<file path="src/sv/raster_palette_planar_to_rgb_unit_macros.svh">
// ----------------------------------------------------------------------------
// Assertion macros for the planar-to-RGB palette decoder
// Shared helpers so the modules that hold checks state them the same way.
// ----------------------------------------------------------------------------
`ifndef RASTER_PALETTE_PLANAR_TO_RGB_UNIT_MACROS_SVH
`define RASTER_PALETTE_PLANAR_TO_RGB_UNIT_MACROS_SVH

// Same-cycle implication, disabled during reset.
`define RPP_ASSERT_IMP(label, clk, rst, ante, cons) \
  label: assert property (@(posedge clk) disable iff (rst) (ante) |-> (cons)) \
    else $error("rpp: implication check failed");

// Next-cycle implication, disabled during reset.
`define RPP_ASSERT_NXT(label, clk, rst, ante, cons) \
  label: assert property (@(posedge clk) disable iff (rst) (ante) |=> (cons)) \
    else $error("rpp: next-cycle check failed");

`endif

</file>
<file path="src/sv/rpp_pkg.sv">
// ----------------------------------------------------------------------------
// rpp_pkg
// Types, constants and helper functions of the planar-to-RGB decoder.
// ----------------------------------------------------------------------------
package rpp_pkg;

  localparam int GROUPS_PER_LINE  = 20;
  localparam int GROUP_W          = 5;
  localparam int PIXELS_PER_GROUP = 16;
  localparam int PIX_W            = 4;
  localparam int X_W              = GROUP_W + PIX_W;
  localparam int PAL_DEPTH        = 32;
  localparam int PAL_IDX_W        = 5;
  localparam int PAL_W            = 12;
  localparam int QUEUE_DEPTH      = 2;
  localparam int QPTR_W           = 1;
  localparam int QCNT_W           = 2;

  localparam logic KIND_PALETTE = 1'b0;
  localparam logic KIND_GROUP   = 1'b1;

  // Pixel position at which color c switches from entry c to entry c+16.
  // For odd c this is 10c + 70, for even c 10c + 76, plus 12 when c > 7.
  localparam logic [X_W-1:0] SWITCH_X [PIXELS_PER_GROUP] = '{
    9'd76,  9'd80,  9'd96,  9'd100, 9'd116, 9'd120, 9'd136, 9'd140,
    9'd168, 9'd172, 9'd188, 9'd192, 9'd208, 9'd212, 9'd228, 9'd232
  };

  typedef struct packed {
    logic                 kind;
    logic                 palette_select;
    logic [PAL_IDX_W-1:0] palette_index;
    logic [PAL_W-1:0]     color;
    logic [GROUP_W-1:0]   group_index;
    logic [15:0]          plane_a;
    logic [15:0]          plane_b;
    logic [15:0]          plane_c;
    logic [15:0]          plane_d;
  } item_t;

  // 4-bit STe channel to 8 bits: rotate the nibble left by one, then repeat.
  function automatic logic [7:0] expand_nibble(input logic [3:0] n);
    logic [3:0] m;
    m = {n[2:0], n[3]};
    return {m, m};
  endfunction

  // Floor average of one channel of two palette words.
  function automatic logic [7:0] blend(input logic [3:0] n0, input logic [3:0] n1);
    logic [8:0] sum;
    sum = {1'b0, expand_nibble(n0)} + {1'b0, expand_nibble(n1)};
    return sum[8:1];
  endfunction

endpackage

</file>
<file path="src/sv/rpp_front.sv">
// ----------------------------------------------------------------------------
// rpp_front
// Input stage: registers each transfer, classifies it and forwards it.
// ----------------------------------------------------------------------------
module rpp_front (
  input  logic                clk,
  input  logic                rst,
  input  logic                item_valid,
  output logic                item_ready,
  input  logic                kind,
  input  logic                palette_select,
  input  logic [4:0]          palette_index,
  input  logic [15:0]         color_word,
  input  logic [4:0]          group_index,
  input  logic [15:0]         plane_a,
  input  logic [15:0]         plane_b,
  input  logic [15:0]         plane_c,
  input  logic [15:0]         plane_d,
  output logic                push,
  output rpp_pkg::item_t      push_item,
  input  logic                queue_ready
);
  import rpp_pkg::*;

  logic  held_valid;
  item_t held;
  item_t classified;

  always_comb begin
    classified                = '0;
    classified.kind           = kind;
    classified.palette_select = palette_select;
    classified.palette_index  = palette_index;
    classified.color          = color_word[PAL_W-1:0];
    // Groups past the end of the line clamp to the last group.
    if (group_index > GROUP_W'(GROUPS_PER_LINE - 1)) begin
      classified.group_index = GROUP_W'(GROUPS_PER_LINE - 1);
    end else begin
      classified.group_index = group_index;
    end
    classified.plane_a = plane_a;
    classified.plane_b = plane_b;
    classified.plane_c = plane_c;
    classified.plane_d = plane_d;
  end

  assign item_ready = !held_valid || queue_ready;
  assign push       = held_valid;
  assign push_item  = held;

  always_ff @(posedge clk) begin
    if (rst) begin
      held_valid <= 1'b0;
    end else if (item_ready) begin
      held_valid <= item_valid;
    end
  end

  always_ff @(posedge clk) begin
    if (item_ready && item_valid) begin
      held <= classified;
    end
  end

endmodule

</file>
<file path="src/sv/rpp_queue.sv">
// ----------------------------------------------------------------------------
// rpp_queue
// Short in-order queue between the input stage and the pixel engine.
// ----------------------------------------------------------------------------
`include "raster_palette_planar_to_rgb_unit_macros.svh"

module rpp_queue (
  input  logic            clk,
  input  logic            rst,
  input  logic            push,
  input  rpp_pkg::item_t  push_item,
  output logic            queue_ready,
  output logic            head_valid,
  output rpp_pkg::item_t  head_item,
  input  logic            pop
);
  import rpp_pkg::*;

  item_t             slots [QUEUE_DEPTH];
  logic [QPTR_W-1:0] wr_ptr;
  logic [QPTR_W-1:0] rd_ptr;
  logic [QCNT_W-1:0] count;
  logic              do_push;
  logic              do_pop;

  assign queue_ready = count != QCNT_W'(QUEUE_DEPTH);
  assign head_valid  = count != '0;
  assign head_item   = slots[rd_ptr];
  assign do_push     = push && queue_ready;
  assign do_pop      = pop && head_valid;

  always_ff @(posedge clk) begin
    if (rst) begin
      wr_ptr <= '0;
      rd_ptr <= '0;
      count  <= '0;
    end else begin
      if (do_push) begin
        wr_ptr <= wr_ptr + 1'b1;
      end
      if (do_pop) begin
        rd_ptr <= rd_ptr + 1'b1;
      end
      if (do_push && !do_pop) begin
        count <= count + 1'b1;
      end else if (do_pop && !do_push) begin
        count <= count - 1'b1;
      end
    end
  end

  always_ff @(posedge clk) begin
    if (do_push) begin
      slots[wr_ptr] <= push_item;
    end
  end

  `RPP_ASSERT_IMP(a_count_bound, clk, rst, 1'b1, count <= QCNT_W'(QUEUE_DEPTH))
  `RPP_ASSERT_NXT(a_push_counts, clk, rst, do_push && !do_pop, count != '0)
  `RPP_ASSERT_NXT(a_pop_frees, clk, rst, do_pop && !do_push, queue_ready)

endmodule

</file>
<file path="src/sv/rpp_back.sv">
// ----------------------------------------------------------------------------
// rpp_back
// Pixel engine: applies palette writes, expands plane groups to 16 pixels.
// ----------------------------------------------------------------------------
`include "raster_palette_planar_to_rgb_unit_macros.svh"

module rpp_back (
  input  logic            clk,
  input  logic            rst,
  input  logic            head_valid,
  input  rpp_pkg::item_t  head_item,
  output logic            pop,
  output logic            pixel_valid,
  input  logic            pixel_ready,
  output logic [7:0]      red,
  output logic [7:0]      green,
  output logic [7:0]      blue,
  output logic            last_pixel
);
  import rpp_pkg::*;

  logic [PAL_W-1:0]     pal_first  [PAL_DEPTH];
  logic [PAL_W-1:0]     pal_second [PAL_DEPTH];

  logic                 cur_valid;
  logic [GROUP_W-1:0]   cur_group;
  logic [15:0]          cur_a;
  logic [15:0]          cur_b;
  logic [15:0]          cur_c;
  logic [15:0]          cur_d;
  logic [PIX_W-1:0]     px;

  logic                 s1_valid;
  logic                 s1_last;
  logic [PAL_W-1:0]     rd_first;
  logic [PAL_W-1:0]     rd_second;

  logic                 adv;
  logic                 issue;
  logic                 cur_free;
  logic [PIX_W-1:0]     bit_sel;
  logic [3:0]           color;
  logic [X_W-1:0]       xpos;
  logic [PAL_IDX_W-1:0] entry;
  logic                 last_issue;

  assign adv        = !pixel_valid || pixel_ready;
  assign issue      = cur_valid && adv;
  assign last_issue = issue && (px == PIX_W'(PIXELS_PER_GROUP - 1));
  assign cur_free   = !cur_valid || last_issue;
  assign pop        = head_valid && cur_free;

  // Bit 15 of each plane is the leftmost pixel.
  assign bit_sel = ~px;
  assign color   = {cur_d[bit_sel], cur_c[bit_sel], cur_b[bit_sel], cur_a[bit_sel]};
  assign xpos    = {cur_group, px};
  assign entry   = {xpos >= SWITCH_X[color], color};

  always_ff @(posedge clk) begin
    if (rst) begin
      cur_valid <= 1'b0;
      px        <= '0;
    end else begin
      if (issue) begin
        px <= px + 1'b1;
      end
      if (pop) begin
        cur_valid <= head_item.kind == KIND_GROUP;
      end else if (last_issue) begin
        cur_valid <= 1'b0;
      end
    end
  end

  always_ff @(posedge clk) begin
    if (pop && head_item.kind == KIND_GROUP) begin
      cur_group <= head_item.group_index;
      cur_a     <= head_item.plane_a;
      cur_b     <= head_item.plane_b;
      cur_c     <= head_item.plane_c;
      cur_d     <= head_item.plane_d;
    end
  end

  // Palette memories: one write port, one registered read port each.
  always_ff @(posedge clk) begin
    if (pop && head_item.kind == KIND_PALETTE && !head_item.palette_select) begin
      pal_first[head_item.palette_index] <= head_item.color;
    end
    if (issue) begin
      rd_first <= pal_first[entry];
    end
  end

  always_ff @(posedge clk) begin
    if (pop && head_item.kind == KIND_PALETTE && head_item.palette_select) begin
      pal_second[head_item.palette_index] <= head_item.color;
    end
    if (issue) begin
      rd_second <= pal_second[entry];
    end
  end

  always_ff @(posedge clk) begin
    if (rst) begin
      s1_valid    <= 1'b0;
      pixel_valid <= 1'b0;
    end else if (adv) begin
      s1_valid    <= cur_valid;
      pixel_valid <= s1_valid;
    end
  end

  always_ff @(posedge clk) begin
    if (adv) begin
      s1_last    <= px == PIX_W'(PIXELS_PER_GROUP - 1);
      red        <= blend(rd_first[11:8], rd_second[11:8]);
      green      <= blend(rd_first[7:4], rd_second[7:4]);
      blue       <= blend(rd_first[3:0], rd_second[3:0]);
      last_pixel <= s1_last;
    end
  end

  `RPP_ASSERT_IMP(a_idle_at_pixel_zero, clk, rst, !cur_valid, px == '0)
  `RPP_ASSERT_NXT(a_last_issue_tags, clk, rst, last_issue, s1_valid && s1_last)
  `RPP_ASSERT_NXT(a_last_reaches_out, clk, rst, adv && s1_valid && s1_last,
                  pixel_valid && last_pixel)

endmodule

</file>
<file path="src/sv/raster_palette_planar_to_rgb_unit.sv">
// ----------------------------------------------------------------------------
// raster_palette_planar_to_rgb_unit
// Decodes 4-bitplane groups of 16 pixels to RGB through two line palettes.
// ----------------------------------------------------------------------------
// The first pixel of a group passes the input register, the queue, the
// group register, the palette read register and the output register.
// Throughput: one pixel per cycle while pixel_ready allows, set by the single
// read port of each palette memory. Reset clears the input stage, the queue,
// the pixel engine and the output register; the palette memories keep their
// contents and are undefined until written.
// ----------------------------------------------------------------------------
module raster_palette_planar_to_rgb_unit (
  input  logic        clk,
  input  logic        rst,
  input  logic        item_valid,
  output logic        item_ready,
  input  logic        kind,
  input  logic        palette_select,
  input  logic [4:0]  palette_index,
  input  logic [15:0] color_word,
  input  logic [4:0]  group_index,
  input  logic [15:0] plane_a,
  input  logic [15:0] plane_b,
  input  logic [15:0] plane_c,
  input  logic [15:0] plane_d,
  output logic        pixel_valid,
  input  logic        pixel_ready,
  output logic [7:0]  red,
  output logic [7:0]  green,
  output logic [7:0]  blue,
  output logic        last_pixel
);
  import rpp_pkg::*;

  // The front registers every input transfer, clamps the group position and
  // drops the unused top bits of the palette word. Palette writes and plane
  // groups share one in-order queue, so a write lands only after every pixel
  // of earlier groups has read the palettes, and before any later group reads them.
  logic  push;
  item_t push_item;
  logic  queue_ready;
  logic  head_valid;
  item_t head_item;
  logic  pop;

  rpp_front u_front (
    .clk            (clk),
    .rst            (rst),
    .item_valid     (item_valid),
    .item_ready     (item_ready),
    .kind           (kind),
    .palette_select (palette_select),
    .palette_index  (palette_index),
    .color_word     (color_word),
    .group_index    (group_index),
    .plane_a        (plane_a),
    .plane_b        (plane_b),
    .plane_c        (plane_c),
    .plane_d        (plane_d),
    .push           (push),
    .push_item      (push_item),
    .queue_ready    (queue_ready)
  );

  // The queue lets the front keep taking transfers while the engine is busy
  // with a group or stalled by the pixel consumer.
  rpp_queue u_queue (
    .clk         (clk),
    .rst         (rst),
    .push        (push),
    .push_item   (push_item),
    .queue_ready (queue_ready),
    .head_valid  (head_valid),
    .head_item   (head_item),
    .pop         (pop)
  );

  // The engine walks the 16 pixels of a group, picks entry c or c+16 from the
  // pixel position, reads both palettes, and averages the expanded channels
  // into the output register. The pixel walk and its pipeline hold while a pixel waits.
  rpp_back u_back (
    .clk         (clk),
    .rst         (rst),
    .head_valid  (head_valid),
    .head_item   (head_item),
    .pop         (pop),
    .pixel_valid (pixel_valid),
    .pixel_ready (pixel_ready),
    .red         (red),
    .green       (green),
    .blue        (blue),
    .last_pixel  (last_pixel)
  );

endmodule

</file>
<file path="config.mk">
export PLATFORM = sky130hd
export DESIGN_NAME = raster_palette_planar_to_rgb_unit
export DESIGN_NICKNAME = d
export VERILOG_FILES = /design/src/sv/rpp_pkg.sv /design/src/sv/rpp_front.sv /design/src/sv/rpp_queue.sv /design/src/sv/rpp_back.sv /design/src/sv/raster_palette_planar_to_rgb_unit.sv
export VERILOG_INCLUDE_DIRS = /design/src /design/src/sv
export SDC_FILE = /design/constraint.sdc
export NUM_CORES = 1
export LEC_CHECK = 0
export BUFFER_PORTS_ARGS = -buffer_cell sky130_fd_sc_hd__buf_2
export CAP_MARGIN = 30
export CORE_ASPECT_RATIO = 0.5
export CORE_MARGIN = 1.5
export CORE_UTILIZATION = 41
export CTS_CLUSTER_DIAMETER = 80
export DETAILED_ROUTE_END_ITERATION = 7
export PLACE_DENSITY_LB_ADDON = 0.1
export SLEW_MARGIN = 10
export SYNTH_ARGS = -nofsm -noshare
export SYNTH_HDL_FRONTEND = slang
export SYNTH_SLANG_ARGS = --single-unit
</file>
<file path="constraint.sdc">
create_clock -name clk -period 6.3 [get_ports clk]
set_input_delay 0.315 -clock clk [delete_from_list [all_inputs] [get_ports clk]]
set_output_delay 0.315 -clock clk [all_outputs]
set_load 0.005 [all_outputs]
</file>
==> summary.md <==
| Metric | Value |
|---|---|
| Status | `finished, final reports clean` |
| Worst reg2reg setup slack | `1560 ps` |
| Max stage delay on crit path | `760 ps` |
| Max Buffers Root-to-Sink | `3` |
| CTS sink cnt | `1164` |
| Worst R2R Start | `u_back.px[0]` |
| DR iter-0 viols | `2436` |
| CTS H-tree depth | `3` |
| Leading post-synthesis cells by cell area | `edfxtp_1 (77%), nand2_1 (3.8%), mux2_2 (2.5%)` |
| Worst vdd ir | `0.000242 V` |
| WL per Instance | `25.3 µm` |
| GPL Wtd Cong | `0.825` |
| Hold depth | `2` |
| Largest net degree at the start of global routing | `roughly 110` |
| Die Wd | `between 400 and 500 µm` |
| DRT antenna net count | `0` |
| Yosys cell types | `76` |
| Core area | `108000 µm²` |
| RR Endpoint | `u_back.rd_first[10]` |
| Achievable Freq | `about 210 MHz` |
| CP required | `6840 ps` |
| Max_cap viols | `0` |
| Clk_skew | `36.9 ps` |
| DR DRC count | `0` |
| DR vias/cell | `5.47` |
| CTS Buf Count | `105` |
| Resize count post-CTS | `0` |
| TNS Setup | `0 ps` |
| Share of cells above drive strength 1 | `0.174` |
| GRT overflow | `0` |
| Die area | `112000 µm²` |
| Synth Area per Inst | `16.1 µm²` |
| Die Span Y | `between 200 and 250 µm` |
| Starting Density | `0.416` |
| Crit start category | `flip-flop` |
| Design area | `52400 µm²` |
| Layout Cells excl Fill | `roughly 4600` |
| I/O pins | `123` |
| Worst slew pin tran | `1010 ps` |
| Area after DPL | `47800 µm²` |
| CP Capture Type | `flip-flop` |
| Port buffer count | `roughly 120` |
| Rows | `85` |
| Total placed cells including tap cells | `4312` |
| Root Driver | `clkbuf_16` |
| Number of global-route vias before repair | `24548` |
| Yosys reg bits | `1164` |
| R2R cell count | `10` |
| Worst path bufs/invs | `2` |
| Synth top cells by count | `edfxtp_1 (1151), nand2_1 (457), nor2_1 (103), mux2_2 (102), mux2i_1 (99)` |
| Gate Count Post-Synth | `2800` |
| RSZ-0062 raised after global routing | `no` |
| Syn Nets | `2927` |
| Leak | `17.7 nW` |
| Most frequent cell after synthesis | `edfxtp_1` |
| Crit share post-route | `0.753` |
| Rel. slew slack | `0.324` |
| HP Class | `in2reg` |
| Dominant synthesized flop cell | `edfxtp_1` |
| EDFF count, synth | `1151` |
| WS Path Type | `reg2reg` |
| Post-Route WL | `117 mm` |
| WP data arrival | `approximately 5300 ps` |
| Critical-path cell list | `mux4_1 > mux2i_1 > nand2_1 > nand2_4 > buf_4 > buf_4 > a211oi_1 > a2111oi_0 > a22oi_1 > a211oi_1` |
| Endpoints failing setup | `0` |
| DR pass1 iterations | `5` |
| Register area share after synthesis | `0.772` |
| Crit Path Max Fanout | `75` |
| Hold Crit Start | `color_word[7]` |
| Initial antenna violation count | `7` |
| Worst path slowest cell | `buf_4` |
| First-pass GRT wire length | `169 mm` |
| Gr usage total | `0.208` |
| Final min period | `4740 ps` |
| Clk pin slew, worst setup/hold paths | `70 ps` |
| Asr flop ratio synth | `0` |
| Nets | `3213` |
| Vias | `~25000` |
| Ys Warns | `0` |
| Power density over the cells | `440 nW/µm²` |
| CP delay by family, top | `compound AO/OA/AOI/OAI gates` |
| Post-DP HPWL | `around 70 mm` |
| Area delta synth->final | `16.0%` |
| Largest area contributor in the netlist | `edfxtp_1` |
| Synth top area share | `0.766` |
| Hold EP | `u_front.push_item[76]` |
| Final Hold Viols | `0` |
| Synthesized cell area | `between 40000 and 50000 µm²` |
| CTS tree | `yes` |
| Fin. max-slew vios | `0` |
| Clk_lat worst skew | `between 700 and 800 ps` |
stage by stage:
stage	total power, mW	util	hold WS, ps	setup WS (ps)
3_5_place_dp	16.5	0.441	414	1500
3_3_place_gp	16.4	0.439	411	1560
6_report	23.1	0.483	304	1560
2_1_floorplan	13.9	-	384	1480
4_1_cts	23.2	0.482	240	1450
5_1_grt	24.0	0.483	255	1270
sequential cells by signal, summed over array words and instances, names as in the netlist, 2 cells and up, named ones only:
name,flops
u_back.pal_first,384
u_back.cur_d,16
u_back.px,4
u_back.rd_first,12
u_back.blue,8
u_back.cur_a,16
u_front.push_item,88
u_back.green,8
u_back.cur_group,5
u_queue.slots,176
u_back.cur_c,16
u_back.red,8
u_back.rd_second,12
u_back.pal_second,384
u_back.cur_b,16
u_queue.count,2
worst max-delay path by stage:
stage | start | end | slack (ps) | cells past startpoint
floorplan | u_back.pixel_valid | u_back.cur_a[0] | 1480 | 6
global placement | u_back.px[0] | u_back.rd_second[0] | 1560 | 15
detailed placement | u_back.px[0] | u_back.rd_first[10] | 1500 | 10
CTS | u_back.px[0] | u_back.rd_first[10] | 1450 | 10
global route | u_back.px[0] | u_back.rd_first[5] | 1270 | 16
finish | u_back.px[0] | u_back.rd_first[10] | 1560 | 10
power by group:
group	internal, mW	switching [mW]	leakage, nW
combinational	2.05	4.62	5.35
sequential	9.53	0.233	10.6
clock	3.73	2.90	1.70
cell usage in the layout, fill, tap and decap left out, types with 21 or more instances in the layout:
cell type | synthesis | layout
edfxtp_1 | 1151 | 1151
a211oi_1 | 53 | 53
a21oi_1 | 65 | 65
nor2_1 | 103 | 82
and3_1 | 66 | 65
a32oi_1 | 44 | 44
mux2_2 | 102 | 102
nor2_2 | 4 | 22
clkbuf_16 | 0 | 107
dlygate4sd3_1 | 0 | 95
mux2i_1 | 99 | 99
o22ai_1 | 24 | 24
ha_1 | 28 | 28
nand2_1 | 457 | 456
nand3_1 | 84 | 84
a22oi_1 | 21 | 21
clkinv_1 | 1 | 31
buf_2 | 62 | 118
inv_1 | 33 | 33
a31oi_1 | 65 | 65
buf_4 | 8 | 95
layout make-up:
type | instances | area (µm²)
Sequential cell | 1164 | 34800
Clock inverter | 73 | 767
Clock buffer | 123 | 2740
Antenna cell | 5 | 12.5
Tap cell | 1435 | 1800
Inverter | 37 | 151
Timing Repair Buffer | 327 | 2540
Fill cell | 9187 | 56000
Multi-Input combinational cell | 1451 | 9530
worst reg2reg max path, cell delays in order (launching register included):
cell and delay, ps:
dfxtp_1 400, mux4_1 590, mux2i_1 290, nand2_1 180, nand2_4 160, buf_4 590, buf_4 790, a211oi_1 260
a2111oi_0 630, a22oi_1 350, a211oi_1 340
timing repair:
item                       in CTS  in global routing
setup buffers                   0                  0
hold endpoints to repair      101                  0
hold buffers                   95                  0
setup endpoints to repair       0                  0
routing by layer:
metal | GRT usage | share of wire
met5 | 0 | 0.00026
met4 | 0.0445 | 0.017
met3 | 0.0566 | 0.082
met2 | 0.308 | 0.44
met1 | 0.306 | 0.46
kinds of logic after synthesis:
logic type | after synthesis | share of synthesized area
mux | 216 | 0.0549
compound gates | 412 | 0.0674
fa+ha+maj | 31 | 0.00909
simple gates | 766 | 0.0724
xor+xnor | 26 | 0.00505
buf+inv | 185 | 0.0194
flops | 1164 | 0.772
No activity file was read; power rests on OpenSTA's default activity.
